<file path="config.mk">
export PLATFORM = sky130hd
export DESIGN_NAME = battery_voltage_to_charge_percent_unit
export DESIGN_NICKNAME = d
export VERILOG_FILES = /design/src/rtl/bvcp_pkg.sv /design/src/rtl/bvcp_seg.sv /design/src/rtl/bvcp_mul.sv /design/src/rtl/bvcp_div_cell.sv /design/src/rtl/bvcp_finish.sv /design/src/rtl/battery_voltage_to_charge_percent_unit.sv
export SDC_FILE = /design/constraint.sdc
export NUM_CORES = 2
export LEC_CHECK = 0
export BUFFER_PORTS_ARGS = -buffer_cell sky130_fd_sc_hd__buf_2
export CAP_MARGIN = 20
export CORE_AREA = 2 2 281 310
export CTS_CLUSTER_DIAMETER = 50
export DETAILED_ROUTE_END_ITERATION = 10
export DIE_AREA = 0 0 283 312
export PLACE_DENSITY_LB_ADDON = 0.1
export SYNTH_ARGS = -nofsm -noshare
export SYNTH_HDL_FRONTEND = slang
export SYNTH_SLANG_ARGS = --single-unit
</file>
<file path="constraint.sdc">
create_clock -name clk -period 6.9 [get_ports clk]
set_input_delay 0.69 -clock clk [delete_from_list [all_inputs] [get_ports clk]]
set_output_delay 0.69 -clock clk [all_outputs]
set_load 0.01 [all_outputs]
</file>
<file path="src/rtl/bvcp_pkg.sv">
// ----------------------------------------------------------------------------
// bvcp_pkg
// Shared types and constants for the battery voltage to charge percent unit:
// field widths, breakpoint table types, register indexes and the data that
// moves from one pipeline cell to the next.
// ----------------------------------------------------------------------------
package bvcp_pkg;

    // Field widths
    localparam int MV_W       = 13;
    localparam int CHG_W      = 7;
    localparam int VOLT_W     = 16;
    localparam int PCT_W      = 8;
    localparam int MAX_POINTS = 10;

    // Divider shape: quotient never exceeds one percent byte
    localparam int QUO_W = PCT_W;
    localparam int REM_W = VOLT_W + PCT_W;

    // Configuration port
    localparam int CFG_IDX_W  = 3;
    localparam int CFG_DATA_W = 64;

    localparam logic [PCT_W-1:0] FULL_PERCENT = PCT_W'(100);

    // Register indexes
    typedef enum logic [CFG_IDX_W-1:0] {
        CFG_VOLT_0_3 = 3'd0,
        CFG_VOLT_4_7 = 3'd1,
        CFG_VOLT_8_9 = 3'd2,
        CFG_PCT_0_7  = 3'd3,
        CFG_PCT_8_9  = 3'd4
    } cfg_reg_t;

    // Default breakpoint table
    localparam logic [63:0] VOLT_0_3_RST = 64'h0E8C_0E6C_0DF4_0C84;
    localparam logic [63:0] VOLT_4_7_RST = 64'h0F34_0EE4_0EC4_0EAC;
    localparam logic [31:0] VOLT_8_9_RST = 32'h1024_0F8C;
    localparam logic [63:0] PCT_0_7_RST  = 64'h4537_291C_130B_0500;
    localparam logic [15:0] PCT_8_9_RST  = 16'h6454;

    typedef logic [MAX_POINTS-1:0][VOLT_W-1:0] volt_tab_t;
    typedef logic [MAX_POINTS-1:0][PCT_W-1:0]  pct_tab_t;

    // Output of the segment select cell
    typedef struct packed {
        logic              fixed;    // result is base, no interpolation
        logic              falling;  // percent drops across the segment
        logic [PCT_W-1:0]  base;
        logic [VOLT_W-1:0] width;
        logic [VOLT_W-1:0] offset;
        logic [PCT_W-1:0]  diff;
        logic [VOLT_W-1:0] bias;     // width - 1 when falling, else zero, for ceiling division
    } seg_data_t;

    // Data handed along the divider cells
    typedef struct packed {
        logic              fixed;
        logic              falling;
        logic [PCT_W-1:0]  base;
        logic [VOLT_W-1:0] width;
        logic [REM_W-1:0]  rem;
        logic [QUO_W-1:0]  quo;
    } div_data_t;

endpackage

</file>
<file path="src/rtl/bvcp_seg.sv">
// ----------------------------------------------------------------------------
// bvcp_seg
// First cell: compares the voltage against every breakpoint, picks the
// segment and forms the operands of the interpolation.
// ----------------------------------------------------------------------------
module bvcp_seg
    import bvcp_pkg::*;
#(
    parameter int POINT_COUNT = 10
)
(
    input  logic              clk,
    input  logic              rst_n,
    input  logic              in_valid,
    output logic              in_ready,
    input  logic [MV_W-1:0]   battery_mv,
    input  volt_tab_t         volts,
    input  pct_tab_t          pcts,
    output logic              out_valid,
    input  logic              out_ready,
    output seg_data_t         out_data
);

    localparam int LAST = POINT_COUNT - 1;

    logic      valid_reg;
    seg_data_t data_reg;
    seg_data_t data_next;

    // Find the segment and build the operands
    always_comb
    begin
        logic [VOLT_W-1:0] v16;
        logic [VOLT_W-1:0] vl;
        logic [VOLT_W-1:0] vh;
        logic [PCT_W-1:0]  pl;
        logic [PCT_W-1:0]  ph;
        logic              found;
        v16   = {{(VOLT_W-MV_W){1'b0}}, battery_mv};
        vl    = volts[LAST-1];
        vh    = volts[LAST];
        pl    = pcts[LAST-1];
        ph    = pcts[LAST];
        found = 1'b0;
        for (int i = 0; i < LAST; i++)
        begin
            if (!found && (v16 < volts[i+1]))
            begin
                vl    = volts[i];
                vh    = volts[i+1];
                pl    = pcts[i];
                ph    = pcts[i+1];
                found = 1'b1;
            end
        end

        data_next.falling = (ph < pl);
        data_next.diff    = (ph < pl) ? (pl - ph) : (ph - pl);
        data_next.width   = vh - vl;
        data_next.offset  = v16 - vl;
        data_next.bias    = (ph < pl) ? (vh - vl - VOLT_W'(1)) : '0;
        data_next.fixed   = 1'b1;
        data_next.base    = pl;

        if (v16 <= volts[0])
        begin
            data_next.base = pcts[0];
        end
        else if (v16 >= volts[LAST])
        begin
            data_next.base = FULL_PERCENT;
        end
        else if ((vh <= vl) || (v16 < vl))
        begin
            data_next.base = pl;
        end
        else
        begin
            data_next.fixed = 1'b0;
        end
    end

    assign in_ready = !valid_reg || out_ready;

    // Advance the valid flag
    always_ff @(posedge clk or negedge rst_n)
    begin
        if (!rst_n)
        begin
            valid_reg <= 1'b0;
        end
        else if (in_ready)
        begin
            valid_reg <= in_valid;
        end
    end

    // Capture the item
    always_ff @(posedge clk)
    begin
        if (in_ready && in_valid)
        begin
            data_reg <= data_next;
        end
    end

    assign out_valid = valid_reg;
    assign out_data  = data_reg;

endmodule

</file>
<file path="src/rtl/bvcp_mul.sv">
// ----------------------------------------------------------------------------
// bvcp_mul
// Second cell: multiplies the voltage offset by the percent span and adds
// the rounding bias, giving the dividend for the divider cells.
// ----------------------------------------------------------------------------
module bvcp_mul
    import bvcp_pkg::*;
(
    input  logic      clk,
    input  logic      rst_n,
    input  logic      in_valid,
    output logic      in_ready,
    input  seg_data_t in_data,
    output logic      out_valid,
    input  logic      out_ready,
    output div_data_t out_data
);

    logic      valid_reg;
    div_data_t data_reg;
    div_data_t data_next;

    // Form the dividend
    always_comb
    begin
        logic [REM_W-1:0] prod;
        prod = {{PCT_W{1'b0}}, in_data.offset} * {{VOLT_W{1'b0}}, in_data.diff};
        data_next.fixed   = in_data.fixed;
        data_next.falling = in_data.falling;
        data_next.base    = in_data.base;
        data_next.width   = in_data.width;
        data_next.rem     = prod + {{PCT_W{1'b0}}, in_data.bias};
        data_next.quo     = '0;
    end

    assign in_ready = !valid_reg || out_ready;

    // Advance the valid flag
    always_ff @(posedge clk or negedge rst_n)
    begin
        if (!rst_n)
        begin
            valid_reg <= 1'b0;
        end
        else if (in_ready)
        begin
            valid_reg <= in_valid;
        end
    end

    // Capture the item
    always_ff @(posedge clk)
    begin
        if (in_ready && in_valid)
        begin
            data_reg <= data_next;
        end
    end

    assign out_valid = valid_reg;
    assign out_data  = data_reg;

endmodule

</file>
<file path="src/rtl/bvcp_div_cell.sv">
// ----------------------------------------------------------------------------
// bvcp_div_cell
// One restoring division cell: settles one quotient bit by comparing the
// partial remainder against the shifted segment width.
// ----------------------------------------------------------------------------
module bvcp_div_cell
    import bvcp_pkg::*;
#(
    parameter int BIT = 0
)
(
    input  logic      clk,
    input  logic      rst_n,
    input  logic      in_valid,
    output logic      in_ready,
    input  div_data_t in_data,
    output logic      out_valid,
    input  logic      out_ready,
    output div_data_t out_data
);

    logic      valid_reg;
    div_data_t data_reg;
    div_data_t data_next;

    // Trial subtract of the shifted divisor
    always_comb
    begin
        logic [REM_W-1:0] dvs;
        dvs       = {{PCT_W{1'b0}}, in_data.width} << BIT;
        data_next = in_data;
        if (in_data.rem >= dvs)
        begin
            data_next.rem      = in_data.rem - dvs;
            data_next.quo[BIT] = 1'b1;
        end
    end

    assign in_ready = !valid_reg || out_ready;

    // Advance the valid flag
    always_ff @(posedge clk or negedge rst_n)
    begin
        if (!rst_n)
        begin
            valid_reg <= 1'b0;
        end
        else if (in_ready)
        begin
            valid_reg <= in_valid;
        end
    end

    // Capture the item
    always_ff @(posedge clk)
    begin
        if (in_ready && in_valid)
        begin
            data_reg <= data_next;
        end
    end

    assign out_valid = valid_reg;
    assign out_data  = data_reg;

endmodule

</file>
<file path="src/rtl/bvcp_finish.sv">
// ----------------------------------------------------------------------------
// bvcp_finish
// Last cell: applies the quotient to the base percent unless the result is
// fixed, saturates at full charge and holds the result for the output channel.
// ----------------------------------------------------------------------------
module bvcp_finish
    import bvcp_pkg::*;
(
    input  logic             clk,
    input  logic             rst_n,
    input  logic             in_valid,
    output logic             in_ready,
    input  div_data_t        in_data,
    output logic             out_valid,
    input  logic             out_ready,
    output logic [CHG_W-1:0] charge_percent
);

    logic             valid_reg;
    logic [CHG_W-1:0] charge_reg;
    logic [CHG_W-1:0] charge_next;

    // Combine and saturate
    always_comb
    begin
        logic [PCT_W:0] sum;
        if (in_data.fixed)
        begin
            sum = {1'b0, in_data.base};
        end
        else if (in_data.falling)
        begin
            sum = {1'b0, in_data.base} - {1'b0, in_data.quo};
        end
        else
        begin
            sum = {1'b0, in_data.base} + {1'b0, in_data.quo};
        end
        if (sum > {1'b0, FULL_PERCENT})
        begin
            sum = {1'b0, FULL_PERCENT};
        end
        charge_next = sum[CHG_W-1:0];
    end

    assign in_ready = !valid_reg || out_ready;

    // Advance the valid flag
    always_ff @(posedge clk or negedge rst_n)
    begin
        if (!rst_n)
        begin
            valid_reg <= 1'b0;
        end
        else if (in_ready)
        begin
            valid_reg <= in_valid;
        end
    end

    // Hold the result
    always_ff @(posedge clk)
    begin
        if (in_ready && in_valid)
        begin
            charge_reg <= charge_next;
        end
    end

    assign out_valid      = valid_reg;
    assign charge_percent = charge_reg;

endmodule

</file>
<file path="src/rtl/battery_voltage_to_charge_percent_unit.sv">
// ----------------------------------------------------------------------------
// battery_voltage_to_charge_percent_unit
// Converts a battery voltage in millivolts to a charge percent by linear
// interpolation over a ten-point breakpoint table held in registers.
//
//   channel  direction  handshake              payload
//   in       in         in_valid / in_ready    battery_mv (13 bit)
//   out      out        out_valid / out_ready  charge_percent (7 bit)
//   cfg      in         cfg_valid / cfg_ready  cfg_index (3 bit), cfg_data (64 bit)
//
// One item per clock while out is not stalled. Cells in order: segment select,
// multiply, the 8 divider cells with one quotient bit each, and the output cell.
// Each cell holds its item while the next cell is full, so a stall on out
// fills bubbles first and only then drops in_ready.
// Reset clears all valid flags and loads the default breakpoint table.
// Configuration writes are always taken; unknown indexes are dropped.
// ----------------------------------------------------------------------------
module battery_voltage_to_charge_percent_unit
    import bvcp_pkg::*;
#(
    parameter int POINT_COUNT = 10
)
(
    input  logic                  clk,
    input  logic                  rst_n,
    input  logic                  in_valid,
    output logic                  in_ready,
    input  logic [MV_W-1:0]       battery_mv,
    output logic                  out_valid,
    input  logic                  out_ready,
    output logic [CHG_W-1:0]      charge_percent,
    input  logic                  cfg_valid,
    output logic                  cfg_ready,
    input  logic [CFG_IDX_W-1:0]  cfg_index,
    input  logic [CFG_DATA_W-1:0] cfg_data
);

    logic [63:0] volt_0_3_reg;
    logic [63:0] volt_4_7_reg;
    logic [31:0] volt_8_9_reg;
    logic [63:0] pct_0_7_reg;
    logic [15:0] pct_8_9_reg;

    volt_tab_t volts;
    pct_tab_t  pcts;

    assign cfg_ready = 1'b1;

    // Write the breakpoint registers
    always_ff @(posedge clk or negedge rst_n)
    begin
        if (!rst_n)
        begin
            volt_0_3_reg <= VOLT_0_3_RST;
            volt_4_7_reg <= VOLT_4_7_RST;
            volt_8_9_reg <= VOLT_8_9_RST;
            pct_0_7_reg  <= PCT_0_7_RST;
            pct_8_9_reg  <= PCT_8_9_RST;
        end
        else if (cfg_valid)
        begin
            unique case (cfg_reg_t'(cfg_index))
                CFG_VOLT_0_3: volt_0_3_reg <= cfg_data;
                CFG_VOLT_4_7: volt_4_7_reg <= cfg_data;
                CFG_VOLT_8_9: volt_8_9_reg <= cfg_data[31:0];
                CFG_PCT_0_7:  pct_0_7_reg  <= cfg_data;
                CFG_PCT_8_9:  pct_8_9_reg  <= cfg_data[15:0];
                default:      ;
            endcase
        end
    end

    // Unpack the table, entry 0 in the low bits
    assign volts = {volt_8_9_reg, volt_4_7_reg, volt_0_3_reg};
    assign pcts  = {pct_8_9_reg, pct_0_7_reg};

    seg_data_t seg_data;
    logic      seg_valid;
    logic      seg_ready;

    div_data_t div_data  [QUO_W+1];
    logic      div_valid [QUO_W+1];
    logic      div_ready [QUO_W+1];

    bvcp_seg #(
        .POINT_COUNT (POINT_COUNT)
    ) u_seg (
        .clk        (clk),
        .rst_n      (rst_n),
        .in_valid   (in_valid),
        .in_ready   (in_ready),
        .battery_mv (battery_mv),
        .volts      (volts),
        .pcts       (pcts),
        .out_valid  (seg_valid),
        .out_ready  (seg_ready),
        .out_data   (seg_data)
    );

    bvcp_mul u_mul (
        .clk       (clk),
        .rst_n     (rst_n),
        .in_valid  (seg_valid),
        .in_ready  (seg_ready),
        .in_data   (seg_data),
        .out_valid (div_valid[0]),
        .out_ready (div_ready[0]),
        .out_data  (div_data[0])
    );

    // Divider row, most significant quotient bit first
    for (genvar k = 0; k < QUO_W; k++)
    begin : g_div
        bvcp_div_cell #(
            .BIT (QUO_W - 1 - k)
        ) u_cell (
            .clk       (clk),
            .rst_n     (rst_n),
            .in_valid  (div_valid[k]),
            .in_ready  (div_ready[k]),
            .in_data   (div_data[k]),
            .out_valid (div_valid[k+1]),
            .out_ready (div_ready[k+1]),
            .out_data  (div_data[k+1])
        );
    end

    bvcp_finish u_finish (
        .clk            (clk),
        .rst_n          (rst_n),
        .in_valid       (div_valid[QUO_W]),
        .in_ready       (div_ready[QUO_W]),
        .in_data        (div_data[QUO_W]),
        .out_valid      (out_valid),
        .out_ready      (out_ready),
        .charge_percent (charge_percent)
    );

endmodule

</file>
Word-level counts from Yosys, hierarchy flattened:

Index checks and enable logic that the tools add are counted.

* register bits: 770
* logic and storage cells: 239

* add/subtract/negate cells: 15
* multiply operators: 1
* order comparisons: 23
* equality and inequality tests: 4
* multiplexer cells: 57
* reduce and logical (&&, ||, !) cells: 57

Operators by type and width (number)
* $mux W16: 18
* $mux W8: 21
* $lt A13 B16 Y1: 10
* $mux W24: 6
* $mux W25: 1
* $add A24 B16 Y24: 1
* $ge A24 B16 Y1: 1
* $ge A24 B17 Y1: 1
* $ge A24 B18 Y1: 1
* $ge A24 B19 Y1: 1
* $ge A24 B20 Y1: 1
* $ge A24 B21 Y1: 1
* $ge A24 B22 Y1: 1
* $ge A24 B23 Y1: 1
* $mul A16 B8 Y24: 1
* $sub A24 B17 Y24: 1
* $sub A24 B18 Y24: 1
* $sub A24 B19 Y24: 1
* $sub A24 B20 Y24: 1
* $sub A24 B21 Y24: 1
* $sub A24 B22 Y24: 1
* $sub A24 B23 Y24: 1
* $logic_and A1 B1 Y1: 19
* $logic_not A1 Y1: 19
* 20 further kinds: 46

Logic depth before layout (Yosys ltp):

* depth in word-level cells: 29
* depth in mapped cells: 28

Modules after synthesis:

Synthesis repeated with hierarchy kept, for this count alone.

* cell total of the unflattened synthesis: 4548
* area, all modules: 51884.8 sq um

By module, submodules not included
* bvcp_seg: times used 1, cells an instance 1376, area each 10814.1 sq um, seq. area each 2006.9 sq um
* battery_voltage_to_charge_percent_unit: times used 1, cells an instance 514, area each 9753.1 sq um, seq. area each 6118.4 sq um
* bvcp_mul: times used 1, cells an instance 611, area each 6200.9 sq um, seq. area each 1526.5 sq um
* bvcp_div_cell at g_div[7].u_cell: times used 1, cells an instance 262, area each 3158.0 sq um, seq. area each 1766.7 sq um
* bvcp_div_cell at g_div[2].u_cell: times used 1, cells an instance 227, area each 3079.2 sq um, seq. area each 1766.7 sq um
* bvcp_div_cell at g_div[3].u_cell: times used 1, cells an instance 238, area each 3051.7 sq um, seq. area each 1766.7 sq um
* bvcp_div_cell at g_div[4].u_cell: times used 1, cells an instance 251, area each 3017.9 sq um, seq. area each 1766.7 sq um
* bvcp_div_cell at g_div[5].u_cell: times used 1, cells an instance 243, area each 3001.6 sq um, seq. area each 1766.7 sq um
* bvcp_div_cell at g_div[6].u_cell: times used 1, cells an instance 239, area each 2969.1 sq um, seq. area each 1766.7 sq um
* bvcp_div_cell at g_div[0].u_cell: times used 1, cells an instance 241, area each 2965.3 sq um, seq. area each 1766.7 sq um
* bvcp_div_cell at g_div[1].u_cell: times used 1, cells an instance 229, area each 2905.3 sq um, seq. area each 1766.7 sq um
* bvcp_finish: times used 1, cells an instance 117, area each 968.4 sq um, seq. area each 235.2 sq um

Least setup slack after synthesis:

No wires, ideal clock.

* path kind: input to register
* from: input port battery_mv[9]
* to: register u_seg.data_reg, in the netlist u_seg.out_data[15] (data pin)
* data arrival time: 6.443 ns
* data required time: 6.634 ns
* path slack: 0.191 ns
* stages on the path: 25
* path buffers: 2
* path through: ha_1 -> o21a_1 -> o2111ai_1 -> a2111o_1 -> a31oi_2 -> nand2_1 -> or4_4 -> buf_6 -> nor3_4 -> buf_2 -> a222oi_1 -> o21ai_0 -> ha_1 -> inv_1 -> fa_1 -> a21o_1 -> a21oi_2 -> nand3b_1 -> nand3_1 -> or4b_4 -> or4_4 -> or4_4 -> nor3_2 -> xnor2_1 -> nor2_1

RTL lines
* start: declaration: RTL line battery_voltage_to_charge_percent_unit.sv:28 `input logic [MV_W-1:0] battery_mv,`
* end signal: assignment: RTL line bvcp_seg.sv:103 `data_reg <= data_next;`
* end: declaration: RTL line bvcp_seg.sv:27 `seg_data_t data_reg;`

==> impl_results.md <==
* All-Layer GR Usage at 0.321
* Starting Density at 0.548
* FFs w/ async S/R, synth at 0.326
* Post-Syn Instances at 4,357
* WP depth at 25
* Total grt overflow at 0
* Slew of the pin with the lowest slew margin at 1.18 ns
* Post-route insts no fill at 5,918
* Post-synth top flop: edfxtp_1
* Reg clk slew, reported paths at 0.06 ns
* First-pass GRT wire length at 213,000 um
* Setup crit start kind: register
* Last element of the critical path: u_seg.out_data[15]$_SDFFCE_PN0P_
* Final core occ at 0.634
* CP peak stage delay at 0.62 ns
* CTS Buf Count at 100
* CTS sink cnt at 770
* # fillers at 6,934
* Period Utilization, post-route at 0.974
* CTS max path bufs at 3
* Relative slew margins at 0.205
* Mapped Area at 0.0465 mm2
* Slowest-stage cell, CP: or4_4
* Initial DRC count at 2,993
* Vias in the first global route at 34,345
* Slew Viols, Final at 0
* DP Worst Slack at -0.320 ns
* Reg-to-reg slack, setup at 0.18 ns
* H-tree depth at 3
* Synth-to-Final Area Change at 15.6%
* Worst r2r dst: u_seg.out_data[15]$_SDFFCE_PN0P_
* Critical-path maximum fanout at 7
* DRC at 0
* Port Buffer Count at 93
* Critical Path RT at 7.33 ns
* ANT nets after route at 0
* Width of the die at 283 um
* Initial antenna violation count at 0
* WP data arrival at 7.15 ns
* Die Area at 0.0883 mm2
* GPL Wtd Cong at 1.02
* Netlist cell types at 93
* Fmax at 149 MHz
* CTS tree: done
* Register area at 0.0220 mm2
* Final WS setup at 0.182 ns
* Root Driver: clkbuf_16
* Number of synthesized flops with an enable pin at 519
* Pre-Repair DR Iteration Count at 8
* Hold Vio Cnt, Final at 0
* Setup CP Type: register to register
* # IOs at 95
* Post-synthesis sequential area ratio at 0.473
* R2r startpoint: volt_0_3_reg[24]$_DFFE_PN1P_
* DP Wirelength at 110,000 um
* Largest register FFs at 396
* Proportion of layout cells with a drive suffix above 1 at 0.187
* Setup-failing EPs final at 0
* Final Skew at 0.0347 ns
* CP Launch Point: volt_0_3_reg[24]$_DFFE_PN1P_
* Register bit total from synthesis at 770
* Status: complete, no violations
* Core area at 0.0848 mm2
* Worst reg-to-reg path cell count at 25
* Crit path max-delay family: simple AND/OR/NAND/NOR gates
* Ys Warns at 0
* Largest net degree at the start of global routing at 98
* Nets at 5,240
* Crit path time final at 6.72 ns
* DR vias at 34,805
* Clk_lat worst skew at 0.69 ns
* Site Rows at 112
* Crit path buf inv count at 3
* Avg Synthesized Cell Area at 10.7 um2
* Final WL at 141,000 um
* Drt wl/cell at 23.9 um
* CP dominant cell by count: or4_4
* Syn Nets at 4,902
* Vias per inst at 5.88
* # placed instances at 5,730
* Multi-input logic area at 0.0225 mm2
* HP Class: input pin to register
* Die Y at 312 um
* Max_cap viols at 0
* Post-Route Hold Slack at 0.227 ns
* CP Capture Type: register
## cells in the mapped netlist, types with 64 or more instances
library cell,instances,area [um2]
inv_1,450,1690
clkbuf_1,121,454
dfstp_2,90,2360
dfrtp_1,161,4030
a21oi_1,259,1300
ha_1,348,4350
nand2_1,403,1510
edfxtp_1,519,15600
fa_1,112,2240
mux2_2,158,1780
xnor2_1,117,1020
nor2_1,259,972
nor3_1,75,375
a21o_1,70,526
o21ai_0,288,1440
nand3_1,64,320
## layer usage
metal | vias up | GRT usage | routed length [um]
met5 | - | 0 | 0
met4 | 0 | 0.187 | 9240
met3 | 265 | 0.0501 | 8380
met2 | 1155 | 0.534 | 67600
met1 | 16993 | 0.398 | 56100
li1 | 16392 | - | -
## worst min path at each step
stage / start / endpoint / depth (start not counted)
2_1_floorplan: rst_n / g_div[0].u_cell.out_valid$_DFFE_PN0P_ / 0
4_1_cts: in_valid / u_seg.out_valid$_DFFE_PN0N_ / 2
6_report: in_valid / u_seg.out_valid$_DFFE_PN0N_ / 2
3_3_place_gp: g_div[3].u_cell.out_data[53]$_DFFE_PP_ / g_div[4].u_cell.out_data[53]$_DFFE_PP_ / 0
3_5_place_dp: u_mul.out_data[57]$_DFFE_PP_ / g_div[0].u_cell.out_data[57]$_DFFE_PP_ / 0
5_1_grt: in_valid / u_seg.out_valid$_DFFE_PN0N_ / 2
## cell usage in the layout, fill, tap and decap left out, drive strengths merged, types with 70 or more instances in the layout
master / instances
buf: 382
nand2: 403
o21ai: 295
a21oi: 260
dfstp: 90
fa: 112
clkbuf: 112
xnor2: 117
a21o: 70
nor3: 78
dfrtp: 161
inv: 476
nor2: 260
edfxtp: 519
ha: 348
mux2: 158
## layout make-up
class | count | area share
flip-flops and latches | 770 | 0.409
clock buffers | 112 | 0.0478
well taps | 1140 | 0.0266
clock inverters | 72 | 0.0150
repair buffers | 383 | 0.0517
inverters | 450 | 0.0314
multi-input cells | 2990 | 0.418
diodes | 1 | 0.0000466
## kinds of logic after synthesis
family	synth area share
other	0.0000807
buffers and inverters	0.0488
AOI/OAI and AO/OA	0.144
adders and majority gates	0.142
xor gates and xnor gates	0.0311
muxes	0.0428
DFF	0.473
and+or+nand+nor	0.118
## repair_timing
action	4_1_cts	5_1_grt
pin swaps	0	8
setup buffers	0	1
endpoints found under the setup margin	2	3
hold endpoints to repair	6	0
hold buffers	1	0
resized for setup	3	31
## stage by stage
stage               setup TNS, ns  cell area, um2
floorplan                       0           46500
global placement           -0.480           50100
detailed placement         -0.799           50200
CTS                             0           53500
global route              -0.0119           53700
finish                          0           53700
Power is not shown: default switching activity piles up to over one toggle a cycle in this logic, so the estimate is an artifact.
